[config.mk]
export PLATFORM = sky130hd
export DESIGN_NAME = alp_ctrl
export DESIGN_NICKNAME = d
export VERILOG_FILES = /design/src/rtl/alp_pkg.sv /design/src/rtl/alp_ctrl.sv
export SDC_FILE = /design/constraint.sdc
export NUM_CORES = 1
export LEC_CHECK = 0
export BUFFER_PORTS_ARGS = -buffer_cell sky130_fd_sc_hd__buf_2
export CORE_AREA = 3 3 40 42
export DETAILED_ROUTE_END_ITERATION = 10
export DIE_AREA = 0 0 43 45
export PLACE_DENSITY = 0.55
export SLEW_MARGIN = 30
export SYNTH_ARGS = -nofsm -noshare
export SYNTH_HDL_FRONTEND = slang
export SYNTH_SLANG_ARGS = --single-unit
[constraint.sdc]
create_clock -name clk -period 1.4 [get_ports clk]
set_clock_uncertainty 0.05 [all_clocks]
set_input_delay 0.28 -clock clk [delete_from_list [all_inputs] [get_ports clk]]
set_output_delay 0.28 -clock clk [all_outputs]
set_load 0.01 [all_outputs]
[src/rtl/alp_pkg.sv]
// alp_pkg: shared types, codes and sizes for the address lease pool allocator
// used by the request and config interfaces, controller, datapath and top level
package alp_pkg;

  localparam int POOL_SIZE = 128;
  localparam int IDX_W     = $clog2(POOL_SIZE);
  localparam int SPAN_W    = $clog2(POOL_SIZE + 1);
  localparam int SUM_W     = ((SPAN_W > 8) ? SPAN_W : 8) + 1;

  localparam int MAC_W     = 48;
  localparam int TIME_W    = 32;
  localparam int CFG_IDX_W = 2;
  localparam int CFG_DAT_W = 16;

  localparam logic [1:0] REQ_TICK     = 2'd0;
  localparam logic [1:0] REQ_DISCOVER = 2'd1;
  localparam logic [1:0] REQ_REQUEST  = 2'd2;
  localparam logic [1:0] REQ_OTHER    = 2'd3;

  localparam logic [1:0] REPLY_OFFER  = 2'd0;
  localparam logic [1:0] REPLY_ACK    = 2'd1;
  localparam logic [1:0] REPLY_NAK    = 2'd2;

  localparam logic [CFG_IDX_W-1:0] REG_POOL_FIRST  = 2'd0;
  localparam logic [CFG_IDX_W-1:0] REG_POOL_COUNT  = 2'd1;
  localparam logic [CFG_IDX_W-1:0] REG_LEASE_TICKS = 2'd2;

  localparam logic [7:0]  RST_POOL_FIRST  = 8'd50;
  localparam logic [7:0]  RST_POOL_COUNT  = 8'd100;
  localparam logic [15:0] RST_LEASE_TICKS = 16'(60 * 60);

  typedef struct packed {
    logic capture;
    logic res_nak;
    logic res_offer;
    logic grant;
    logic scan_start;
    logic scan_step;
    logic post;
  } alp_cmd_t;

  typedef struct packed {
    logic [1:0] item_type;
    logic       slot_free;
    logic       scan_done;
    logic       out_free;
  } alp_sts_t;

endpackage

[src/rtl/alp_ctrl.sv]
// alp_ctrl: sequencing state machine of the lease pool allocator
// depends on alp_pkg; drives alp_dpath through alp_cmd_t
module alp_ctrl (
  input  logic              clk,
  input  logic              rst,
  input  logic              in_valid,
  input  logic [1:0]        in_type,
  output logic              in_ready,
  input  alp_pkg::alp_sts_t sts,
  output alp_pkg::alp_cmd_t cmd
);

  localparam logic [2:0] ST_IDLE  = 3'd0;
  localparam logic [2:0] ST_LOOK  = 3'd1;
  localparam logic [2:0] ST_CHECK = 3'd2;
  localparam logic [2:0] ST_SCAN  = 3'd3;
  localparam logic [2:0] ST_POST  = 3'd4;

  logic [2:0] state;
  logic [2:0] state_next;

  always_ff @(posedge clk) begin
    if (rst) begin
      state <= ST_IDLE;
    end else begin
      state <= state_next;
    end
  end

  always_comb begin
    state_next = state;
    cmd        = '0;
    in_ready   = 1'b0;
    unique case (state)
      ST_IDLE: begin
        in_ready = 1'b1;
        if (in_valid) begin
          cmd.capture = 1'b1;
          case (in_type) inside
            alp_pkg::REQ_TICK: state_next = ST_IDLE;
            alp_pkg::REQ_DISCOVER, alp_pkg::REQ_REQUEST: state_next = ST_LOOK;
            default: begin
              cmd.res_nak = 1'b1;
              state_next  = ST_POST;
            end
          endcase
        end
      end
      ST_LOOK: begin
        state_next = ST_CHECK;
      end
      ST_CHECK: begin
        if (sts.slot_free) begin
          if (sts.item_type == alp_pkg::REQ_DISCOVER) begin
            cmd.res_offer = 1'b1;
          end else begin
            cmd.grant = 1'b1;
          end
          state_next = ST_POST;
        end else if (sts.item_type == alp_pkg::REQ_DISCOVER) begin
          cmd.scan_start = 1'b1;
          state_next     = ST_SCAN;
        end else begin
          cmd.res_nak = 1'b1;
          state_next  = ST_POST;
        end
      end
      ST_SCAN: begin
        cmd.scan_step = 1'b1;
        if (sts.scan_done) begin
          state_next = ST_POST;
        end
      end
      ST_POST: begin
        if (sts.out_free) begin
          cmd.post   = 1'b1;
          state_next = ST_IDLE;
        end
      end
      default: begin
        state_next = ST_IDLE;
      end
    endcase
  end

endmodule

# After elaboration in Yosys (flattened, before gate mapping)
# Cells that the tools add are included.
# op_classes
mux	23
n_eq_ne	10
n_reduce_logical	4
# op_table
op	count
3-bit 2-to-1 mux	8
3-bit case mux with 5 select lines	1
1-bit 2-to-1 mux	11
3-bit by 2-bit == test with 1-bit output, second input constant	2
2-bit inequality test, second input constant	3
2-bit by 1-bit == test with 1-bit output, second input constant	2
2-bit 2-to-1 mux	2
3-bit by 1-bit == test with 1-bit output, second input constant	1
3-bit == test, second input constant	1
3-bit logical NOT	1
3-bit AND reduction	1
2-bit == test, second input constant	1
2-bit logical NOT	1
1-bit case mux with 2 select lines	1
2-bit OR reduction	1
# totals
output_inout_bits	8
word_cells	38
register_bits	3
in_bits	10

# Longest topological paths before layout
# Gate-level depths: netlist (run 1).
# depth
ltp_word	6
ltp_mapped	4
depth_no_buf	3

# Worst setup path after synthesis (run 1)
# Ideal clock, no wire load.
# synth_timing
path_type	register -> output
startpoint	reg state[2]
endpoint	out cmd[6] (netlist bit)
arrival_ns	1.105
required_time_ns	1.070
stages_incl_launch_ff	4
path_slack_ns	-0.035
path_buffers	1
path_cell_list	dfxtp_1 > buf_2 > nor3_1 > and2_1
# synth_lines
item	line	rtl
from (decl)	alp_ctrl.sv:19	logic [2:0] state;
from (signal assigned)	alp_ctrl.sv:26	state <= state_next;
to (decl)	alp_ctrl.sv:10	output alp_pkg::alp_cmd_t cmd

==> results of run 1 <==
## what timing repair did
| item | CTS | global route |
|---|---|---|
| setup endpoints to repair | 8 | 9 |
| pin swaps | 5 | 0 |
| resized for setup | 15 | 2 |
| buffers inserted | 5 | 0 |
## metal layers
metal	vias to the layer above	GRT usage
li1	199	-
met1	162	0.1223
met2	14	0.1766
met3	0	0.03984
met4	0	0.03614
met5	-	0
## final timing paths
| check | start | end | slack (ps) | depth (start not counted) |
|---|---|---|---|---|
| worst max-delay path | state[0]$_SDFFE_PP0P_ | cmd[3] | -50 | 3 |
| worst min-delay path | rst | state[1]$_SDFFE_PP0P_ | 230 | 2 |
| worst max register to register | state[0]$_SDFFE_PP0P_ | state[2]$_SDFFE_PP0P_ | -30 | 3 |
| worst min register to register | state[2]$_SDFFE_PP0P_ | state[1]$_SDFFE_PP0P_ | 610 | 3 |
## critical path: cells and delay by family, from the launching register on
family        cells  cell delay (ps)
simple gates      2              400
buf+inv           1              120
flops             1              360
## stage by stage
step	std cells	worst slack, ps	total power, uW
finish	82	-54.03	375.6
global route	82	-132.7	401.4
CTS	82	-68.40	382.5
detailed placement	74	-23.35	203.3
global placement	74	-32.44	205.1
floorplan	39	31.67	155.4
## power breakdown
| group | switching (uW) | internal [uW] | leakage (uW) |
|---|---|---|---|
| sequential | 12.1 | 89.7 | 0.0000267 |
| combinational | 53.5 | 66.5 | 0.000211 |
| clock | 46.9 | 107 | 0.0000150 |
## kinds of logic (layout without fill, tap and decap cells)
| logic type | Yosys count | count (layout) |
|---|---|---|
| flops | 3 | 3 |
| mux | 1 | 1 |
| simple gates | 22 | 22 |
| buf+inv | 5 | 33 |
| compound gates | 7 | 7 |
| fa+ha+maj | 1 | 1 |
## area by class of cell
type | count | area (sq um)
timing repair buffer | 27 | 176.4
inverter | 2 | 7.507
fill | 137 | 740.7
multi-input combinational | 31 | 244.0
clock buffer | 4 | 26.28
sequential | 3 | 71.32
tap | 15 | 18.77
## cell usage in the layout, fill, tap and decap left out, types with 2 or more instances in the layout
master,count
sky130_fd_sc_hd__buf_6,3
sky130_fd_sc_hd__nand2_1,5
sky130_fd_sc_hd__buf_2,15
sky130_fd_sc_hd__buf_4,9
sky130_fd_sc_hd__inv_1,2
sky130_fd_sc_hd__nor2_1,3
sky130_fd_sc_hd__dfxtp_4,3
sky130_fd_sc_hd__clkbuf_4,3
sky130_fd_sc_hd__nand3b_1,3
==> impl_results.html, run 1 <==
<table>
<tr><th>Metric</th><th>Value</th></tr>
<tr><th colspan="2">Clocking</th></tr>
<tr><td>Clock slew at the register clock pins of the worst setup and hold paths</td><td>40 ps</td></tr>
<tr><td>Clock Path Buffers</td><td>2</td></tr>
<tr><td>Number of clock sinks</td><td>3</td></tr>
<tr><td>Clock tree from TritonCTS</td><td>built</td></tr>
<tr><td>Clock root buffer master</td><td>sky130_fd_sc_hd__clkbuf_4</td></tr>
<tr><td>Later-pin clock latency in the skew report</td><td>230 ps</td></tr>
<tr><td>Cts-stage hold buffer count</td><td>0</td></tr>
<tr><td>TritonCTS Buffers</td><td>3</td></tr>
<tr><td>CTS HTree Levels</td><td>1</td></tr>
<tr><th colspan="2">Floorplan</th></tr>
<tr><td>Initial Utilization</td><td>0.2298</td></tr>
<tr><td>Die ar.</td><td>0.001935 sq mm</td></tr>
<tr><td>Number of rows created at floorplan</td><td>13</td></tr>
<tr><td>Area inside the core boundary</td><td>0.001285 sq mm</td></tr>
<tr><td>Die boundary height</td><td>45 um</td></tr>
<tr><td>Width of the die</td><td>43 um</td></tr>
<tr><td>I/O pin total</td><td>18</td></tr>
<tr><th colspan="2">Setup path</th></tr>
<tr><td>Worst Path Required</td><td>1070 ps</td></tr>
<tr><td>Slowest cell delay on critical path</td><td>360 ps</td></tr>
<tr><td>Crit start category</td><td>flop</td></tr>
<tr><td>Cell-by-cell trace of the critical path</td><td>nor3b_4 &gt; and3_1 &gt; buf_2</td></tr>
<tr><td>Maximum fanout along the worst path</td><td>5</td></tr>
<tr><td>Data arrival time of the critical path</td><td>1120 ps</td></tr>
<tr><td>CP max stage cell</td><td>sky130_fd_sc_hd__dfxtp_4</td></tr>
<tr><td>Endpoint type of the worst setup path</td><td>primary output</td></tr>
<tr><td>Kind of critical path</td><td>reg -&gt; out</td></tr>
<tr><th colspan="2">Synthesis</th></tr>
<tr><td>Post-synth design cell area</td><td>295.3 sq um</td></tr>
<tr><td>Top cell types by occurrence after synthesis</td><td>sky130_fd_sc_hd__nand2_1 (5), sky130_fd_sc_hd__nor2_1 (4), sky130_fd_sc_hd__dfxtp_1 (3), sky130_fd_sc_hd__nand3b_1 (3)</td></tr>
<tr><td>Fraction of post-synthesis cell area in the top cell type by area</td><td>0.2034</td></tr>
<tr><td>Main combinational cell family by area after synthesis</td><td>simple AND/OR/NAND/NOR gates</td></tr>
<tr><td>Library cell with the highest instance count after synthesis</td><td>sky130_fd_sc_hd__nand2_1</td></tr>
<tr><td>Primary flip-flop cell chosen by synthesis mapping</td><td>sky130_fd_sc_hd__dfxtp_1</td></tr>
<tr><td>Complex-gate fraction of the synthesized area</td><td>0.1864</td></tr>
<tr><td>Post-synth cell types</td><td>25</td></tr>
<tr><td>Seq/Total Area, Yosys</td><td>0.2034</td></tr>
<tr><td>Post-Syn Area per Cell</td><td>7.571 sq um</td></tr>
<tr><td>Synth Warn #</td><td>0</td></tr>
<tr><td>Synth Area in Adders</td><td>0.04237</td></tr>
<tr><td>Synthesized-area fraction occupied by and/or/nand/nor cells</td><td>0.4280</td></tr>
<tr><td>Cell type with the highest aggregate area in the netlist</td><td>sky130_fd_sc_hd__dfxtp_1</td></tr>
<tr><td>Post-synth net total</td><td>50</td></tr>
<tr><td>Count of flip-flops with a built-in enable after synthesis</td><td>0</td></tr>
<tr><td>Leading cell types by total area after synthesis</td><td>sky130_fd_sc_hd__dfxtp_1 (20%), sky130_fd_sc_hd__nand3b_1 (7.6%), sky130_fd_sc_hd__nand2_1 (6.4%)</td></tr>
<tr><td>Share of synthesized registers carrying an async set or reset</td><td>0</td></tr>
<tr><td>Share of the synthesized netlist area taken by xor and xnor gates</td><td>0</td></tr>
<tr><td>Proportion of synthesized area in mux cells</td><td>0.03390</td></tr>
<tr><td>Number of instances in the synthesized netlist</td><td>39</td></tr>
<tr><td>Synthesis-stage register bit count</td><td>3</td></tr>
<tr><th colspan="2">Run status</th></tr>
<tr><td>Result of the run</td><td>complete, but fails checks</td></tr>
<tr><td>Violations in the final reports</td><td>negative setup slack</td></tr>
<tr><th colspan="2">Route</th></tr>
<tr><td>Met3 wire len</td><td>44 um</td></tr>
<tr><td>DR DRC count</td><td>0</td></tr>
<tr><td>Uppermost layer routed</td><td>met3</td></tr>
<tr><td>Drt first-iter violations</td><td>2</td></tr>
<tr><td>Drt pass-1 iters</td><td>3</td></tr>
<tr><td>Wire length on met2</td><td>443 um</td></tr>
<tr><td>Total vias in the final route</td><td>375</td></tr>
<tr><td>Total Wirelength</td><td>923 um</td></tr>
<tr><td>Per-cell routed wire length</td><td>11.26 um</td></tr>
<tr><td>Met1 wire length</td><td>435 um</td></tr>
<tr><td>Vias per Instance</td><td>4.573</td></tr>
<tr><td>Count of nets left with antenna violations after detail routing</td><td>0</td></tr>
<tr><th colspan="2">Cells and area</th></tr>
<tr><td>Finished layout cell area</td><td>544.3 sq um</td></tr>
<tr><td>Final standard cell utilization of the core</td><td>0.4236</td></tr>
<tr><td>Top flop regs</td><td>state: 3 flops</td></tr>
<tr><td>Max FFs per register</td><td>3</td></tr>
<tr><td>Final nets</td><td>79</td></tr>
<tr><td>Antenna cell count</td><td>0</td></tr>
<tr><td>Register with the highest flop count</td><td>state</td></tr>
<tr><td>Layout cell share with drive strength beyond 1</td><td>0.5821</td></tr>
<tr><td>Signed area change from the synthesized netlist to the final layout</td><td>84.32%</td></tr>
<tr><th colspan="2">Global route</th></tr>
<tr><td>All-Layer GR Usage</td><td>0.1047</td></tr>
<tr><td>Sum of overflow across all layers after global routing</td><td>0</td></tr>
<tr><td>Wire length of the first global-routing pass</td><td>1566 um</td></tr>
<tr><td>Largest net degree at the start of global routing</td><td>7</td></tr>
<tr><td>Antenna violations before repair</td><td>0</td></tr>
<tr><td>Number of global-route vias before repair</td><td>400</td></tr>
<tr><th colspan="2">Placement</th></tr>
<tr><td>Final RePlAce weighted congestion</td><td>0.7472</td></tr>
<tr><td>Count of input and output buffers</td><td>17</td></tr>
<tr><td>Estimated wirelength of the detail-placed design</td><td>712 um</td></tr>
<tr><td>Area after DPL</td><td>425.4 sq um</td></tr>
<tr><th colspan="2">Worst hold path</th></tr>
<tr><td>HP Class</td><td>in -&gt; reg</td></tr>
<tr><th colspan="2">Timing</th></tr>
<tr><td>Maximum clock frequency</td><td>687.7 MHz</td></tr>
<tr><td>Final Max Slew Viols</td><td>0</td></tr>
<tr><td>Final worst-path cycle share</td><td>1.039</td></tr>
<tr><td>Count of endpoints failing hold in the final timing report</td><td>0</td></tr>
<tr><td>Slew at the pin closest to its max-slew limit</td><td>394.0 ps</td></tr>
<tr><td>Worst slew margin relative to its limit</td><td>0.7332</td></tr>
<tr><td>Final setup violating endpoints</td><td>7</td></tr>
<tr><td>Setup repair after global routing missed its margin</td><td>true</td></tr>
<tr><td>Total negative slack for setup checks</td><td>-251.7 ps</td></tr>
<tr><td>Smallest setup slack after layout</td><td>-54.03 ps</td></tr>
<tr><td>Post-layout minimum cycle time</td><td>1454 ps</td></tr>
<tr><td>Min Hold Slack</td><td>229.8 ps</td></tr>
<tr><th colspan="2">Power</th></tr>
<tr><td>Pwr Density</td><td>690.1 mW/mm^2</td></tr>
<tr><td>LEAKAGE</td><td>0.0002529 uW</td></tr>
<tr><td>Peak VDD IR</td><td>0.0002677 V</td></tr>
<tr><th colspan="2">Flow run</th></tr>
<tr><td>Maxcap violations</td><td>0</td></tr>
</table>
Note: power is estimated with default switching activity, not from simulation.
==> run 2, diff against run 1 <==
--- a/config.mk
+++ b/config.mk
@@ -9,7 +9,7 @@
 export CORE_AREA = 3 3 40 42
 export DETAILED_ROUTE_END_ITERATION = 10
 export DIE_AREA = 0 0 43 45
-export PLACE_DENSITY = 0.55
+export GPL_TIMING_DRIVEN = 1
 export SLEW_MARGIN = 30
 export SYNTH_ARGS = -nofsm -noshare
 export SYNTH_HDL_FRONTEND = slang
==> impl_results.html, run 2 (synthesis results as in run 1) <==
<table>
<tr><th>Metric</th><th>Value</th></tr>
<tr><th colspan="2">Clocking</th></tr>
<tr><td>CTS HTree Levels</td><td>1 (unchanged)</td></tr>
<tr><td>Cts-stage hold buffer count</td><td>0 (unchanged)</td></tr>
<tr><td>Number of clock sinks</td><td>3 (unchanged)</td></tr>
<tr><td>Clock root buffer master</td><td>sky130_fd_sc_hd__clkbuf_4 (unchanged)</td></tr>
<tr><td>Clock slew at the register clock pins of the worst setup and hold paths</td><td>40 ps (about the same)</td></tr>
<tr><td>Clock Path Buffers</td><td>2 (unchanged)</td></tr>
<tr><td>Clock tree from TritonCTS</td><td>built (unchanged)</td></tr>
<tr><td>Later-pin clock latency in the skew report</td><td>230 ps (about the same)</td></tr>
<tr><td>TritonCTS Buffers</td><td>3 (unchanged)</td></tr>
<tr><th colspan="2">Route</th></tr>
<tr><td>Per-cell routed wire length</td><td>12.56 um (was 11.26 um)</td></tr>
<tr><td>Total vias in the final route</td><td>389 (was 375)</td></tr>
<tr><td>Total Wirelength</td><td>1005 um (was 923 um)</td></tr>
<tr><td>Drt first-iter violations</td><td>7 (was 2)</td></tr>
<tr><td>Vias per Instance</td><td>4.863 (was 4.573)</td></tr>
<tr><td>Count of nets left with antenna violations after detail routing</td><td>0 (unchanged)</td></tr>
<tr><td>Drt pass-1 iters</td><td>4 (was 3)</td></tr>
<tr><td>DR DRC count</td><td>0 (unchanged)</td></tr>
<tr><th colspan="2">Floorplan</th></tr>
<tr><td>Initial Utilization</td><td>0.2298 (unchanged)</td></tr>
<tr><td>Number of rows created at floorplan</td><td>13 (unchanged)</td></tr>
<tr><td>Die boundary height</td><td>45 um (unchanged)</td></tr>
<tr><td>Area inside the core boundary</td><td>0.001285 sq mm (unchanged)</td></tr>
<tr><td>Width of the die</td><td>43 um (unchanged)</td></tr>
<tr><td>I/O pin total</td><td>18 (unchanged)</td></tr>
<tr><td>Die ar.</td><td>0.001935 sq mm (unchanged)</td></tr>
<tr><th colspan="2">Timing</th></tr>
<tr><td>Smallest setup slack after layout</td><td>-105.9 ps (was -54.03 ps)</td></tr>
<tr><td>Min Hold Slack</td><td>224.4 ps (was 229.8 ps)</td></tr>
<tr><td>Count of endpoints failing hold in the final timing report</td><td>0 (unchanged)</td></tr>
<tr><td>Maximum clock frequency</td><td>664.1 MHz (was 687.7 MHz)</td></tr>
<tr><td>Slew at the pin closest to its max-slew limit</td><td>387.4 ps (was 394.0 ps)</td></tr>
<tr><td>Final Max Slew Viols</td><td>0 (unchanged)</td></tr>
<tr><td>Post-layout minimum cycle time</td><td>1506 ps (was 1454 ps)</td></tr>
<tr><td>Worst slew margin relative to its limit</td><td>0.7377 (was 0.7332)</td></tr>
<tr><td>Final setup violating endpoints</td><td>8 (was 7)</td></tr>
<tr><td>Final worst-path cycle share</td><td>1.076 (was 1.039)</td></tr>
<tr><td>Setup repair after global routing missed its margin</td><td>true (unchanged)</td></tr>
<tr><th colspan="2">Cells and area</th></tr>
<tr><td>Most frequent cells in the layout</td><td>sky130_fd_sc_hd__buf_2 (15), sky130_fd_sc_hd__buf_6 (5), sky130_fd_sc_hd__buf_4 (5), sky130_fd_sc_hd__nand2_1 (4) (was sky130_fd_sc_hd__buf_2 (15), sky130_fd_sc_hd__buf_4 (9), sky130_fd_sc_hd__nand2_1 (5))</td></tr>
<tr><td>Finished layout cell area</td><td>548.0 sq um (was 544.3 sq um)</td></tr>
<tr><td>Antenna cell count</td><td>0 (unchanged)</td></tr>
<tr><td>Final nets</td><td>77 (was 79)</td></tr>
<tr><td>Max FFs per register</td><td>3 (unchanged)</td></tr>
<tr><td>Filler cell count</td><td>136 (was 137)</td></tr>
<tr><td>Most common cell after layout, fill and taps aside</td><td>sky130_fd_sc_hd__buf_2 (unchanged)</td></tr>
<tr><td>Combined flip-flop and latch cell area</td><td>71.32 sq um (unchanged)</td></tr>
<tr><td>Area taken by multi-input logic gates</td><td>255.2 sq um (was 244.0 sq um)</td></tr>
<tr><td>Signed area change from the synthesized netlist to the final layout</td><td>85.59% (was 84.32%)</td></tr>
<tr><td>Top flop regs</td><td>state: 3 flops (unchanged)</td></tr>
<tr><td>Register with the highest flop count</td><td>state (unchanged)</td></tr>
<tr><td>Layout cell share with drive strength beyond 1</td><td>0.6154 (was 0.5821)</td></tr>
<tr><th colspan="2">Power</th></tr>
<tr><td>Peak VDD IR</td><td>0.0002342 V (was 0.0002677 V)</td></tr>
<tr><td>Pwr Density</td><td>715.3 mW/mm^2 (was 690.1 mW/mm^2)</td></tr>
<tr><td>LEAKAGE</td><td>0.0002523 uW (was 0.0002529 uW)</td></tr>
<tr><th colspan="2">Setup path</th></tr>
<tr><td>Crit start category</td><td>flop (unchanged)</td></tr>
<tr><td>Logic depth of the worst register-to-register path</td><td>3 (unchanged)</td></tr>
<tr><td>Endpoint type of the worst setup path</td><td>primary output (unchanged)</td></tr>
<tr><td>Data arrival time of the critical path</td><td>1180 ps (was 1120 ps)</td></tr>
<tr><td>Maximum fanout along the worst path</td><td>6 (was 5)</td></tr>
<tr><td>Kind of critical path</td><td>reg -&gt; out (unchanged)</td></tr>
<tr><td>Worst Path Required</td><td>1070 ps (about the same)</td></tr>
<tr><th colspan="2">Global route</th></tr>
<tr><td>Antenna violations before repair</td><td>0 (unchanged)</td></tr>
<tr><td>Wire length of the first global-routing pass</td><td>1518 um (was 1566 um)</td></tr>
<tr><td>Sum of overflow across all layers after global routing</td><td>0 (unchanged)</td></tr>
<tr><td>All-Layer GR Usage</td><td>0.1081 (was 0.1047)</td></tr>
<tr><td>Largest net degree at the start of global routing</td><td>8 (was 7)</td></tr>
<tr><td>Number of global-route vias before repair</td><td>331 (was 400)</td></tr>
<tr><th colspan="2">Placement</th></tr>
<tr><td>Area after DPL</td><td>410.4 sq um (was 425.4 sq um)</td></tr>
<tr><td>Count of input and output buffers</td><td>17 (unchanged)</td></tr>
<tr><td>Final RePlAce weighted congestion</td><td>0.7521 (was 0.7472)</td></tr>
<tr><td>Minimum setup slack after placement</td><td>-76.67 ps (was -23.35 ps)</td></tr>
<tr><th colspan="2">Worst hold path</th></tr>
<tr><td>HP Class</td><td>in -&gt; reg (unchanged)</td></tr>
<tr><td>Hold-critical path depth</td><td>2 (unchanged)</td></tr>
<tr><th colspan="2">Run status</th></tr>
<tr><td>Result of the run</td><td>complete, but fails checks (unchanged)</td></tr>
<tr><td>Violations in the final reports</td><td>negative setup slack (unchanged)</td></tr>
<tr><th colspan="2">Flow run</th></tr>
<tr><td>Maxcap violations</td><td>0 (unchanged)</td></tr>
</table>
-- run 2: metal layers --
metal	vias up	routed length, um	global-route usage
met5	-	0	0
met4	0	10	0.03614
met3	2	105	0.05578
met2	19	454	0.1587
met1	172	434	0.1367
li1	196	-	-
-- run 2: power breakdown --
group | internal (uW) | switching [uW]
Combinational | 73.5 | 57.7
Sequential | 89.7 | 13.9
Clock | 107 | 50.1
Total | 270 | 122
-- run 2: final cells by class --
| type | instances | area share |
|---|---|---|
| multi-input combinational | 31 | 0.4658 |
| timing repair buffer | 25 | 0.3082 |
| sequential | 3 | 0.1301 |
| clock buffer | 4 | 0.04795 |
| tap | 15 | 0.03425 |
| inverter | 2 | 0.01370 |
-- run 2: critical path, cell delays in order (launching register included) --
cell and delay (ps):
sky130_fd_sc_hd__dfxtp_4 360, sky130_fd_sc_hd__buf_6 120, sky130_fd_sc_hd__nor3_4 190, sky130_fd_sc_hd__and2_1 150, sky130_fd_sc_hd__buf_2 120
-- run 2: final timing paths --
path / start / to / slack [ps]
max: state[1]$_SDFFE_PP0P_ / cmd[6] / -110
min: rst / state[1]$_SDFFE_PP0P_ / 220
max reg2reg: state[0]$_SDFFE_PP0P_ / state[2]$_SDFFE_PP0P_ / -50
min reg2reg: state[1]$_SDFFE_PP0P_ / state[2]$_SDFFE_PP0P_ / 570
-- run 2: repair_timing --
| item | in CTS | in global routing |
|---|---|---|
| pin swaps | 3 | 7 |
| gates resized for setup | 11 | 10 |
| endpoints found under the setup margin | 9 | 9 |
| gates cloned | 0 | 0 |
| setup buffers | 3 | 2 |
-- run 2: metrics by stage --
| stage | instances | TNS, ps | util | total power (uW) |
|---|---|---|---|---|
| 6_report | 80 | -529.5 | 0.4265 | 392.0 |
| 5_1_grt | 80 | -1019 | 0.4265 | 424.4 |
| 4_1_cts | 78 | -417.9 | 0.3817 | 366.4 |
| 3_5_place_dp | 72 | -77.11 | 0.3194 | 194.8 |
| 3_3_place_gp | 72 | -45.03 | 0.3194 | 194.4 |
| 2_1_floorplan | 39 | 0 | - | 155.4 |
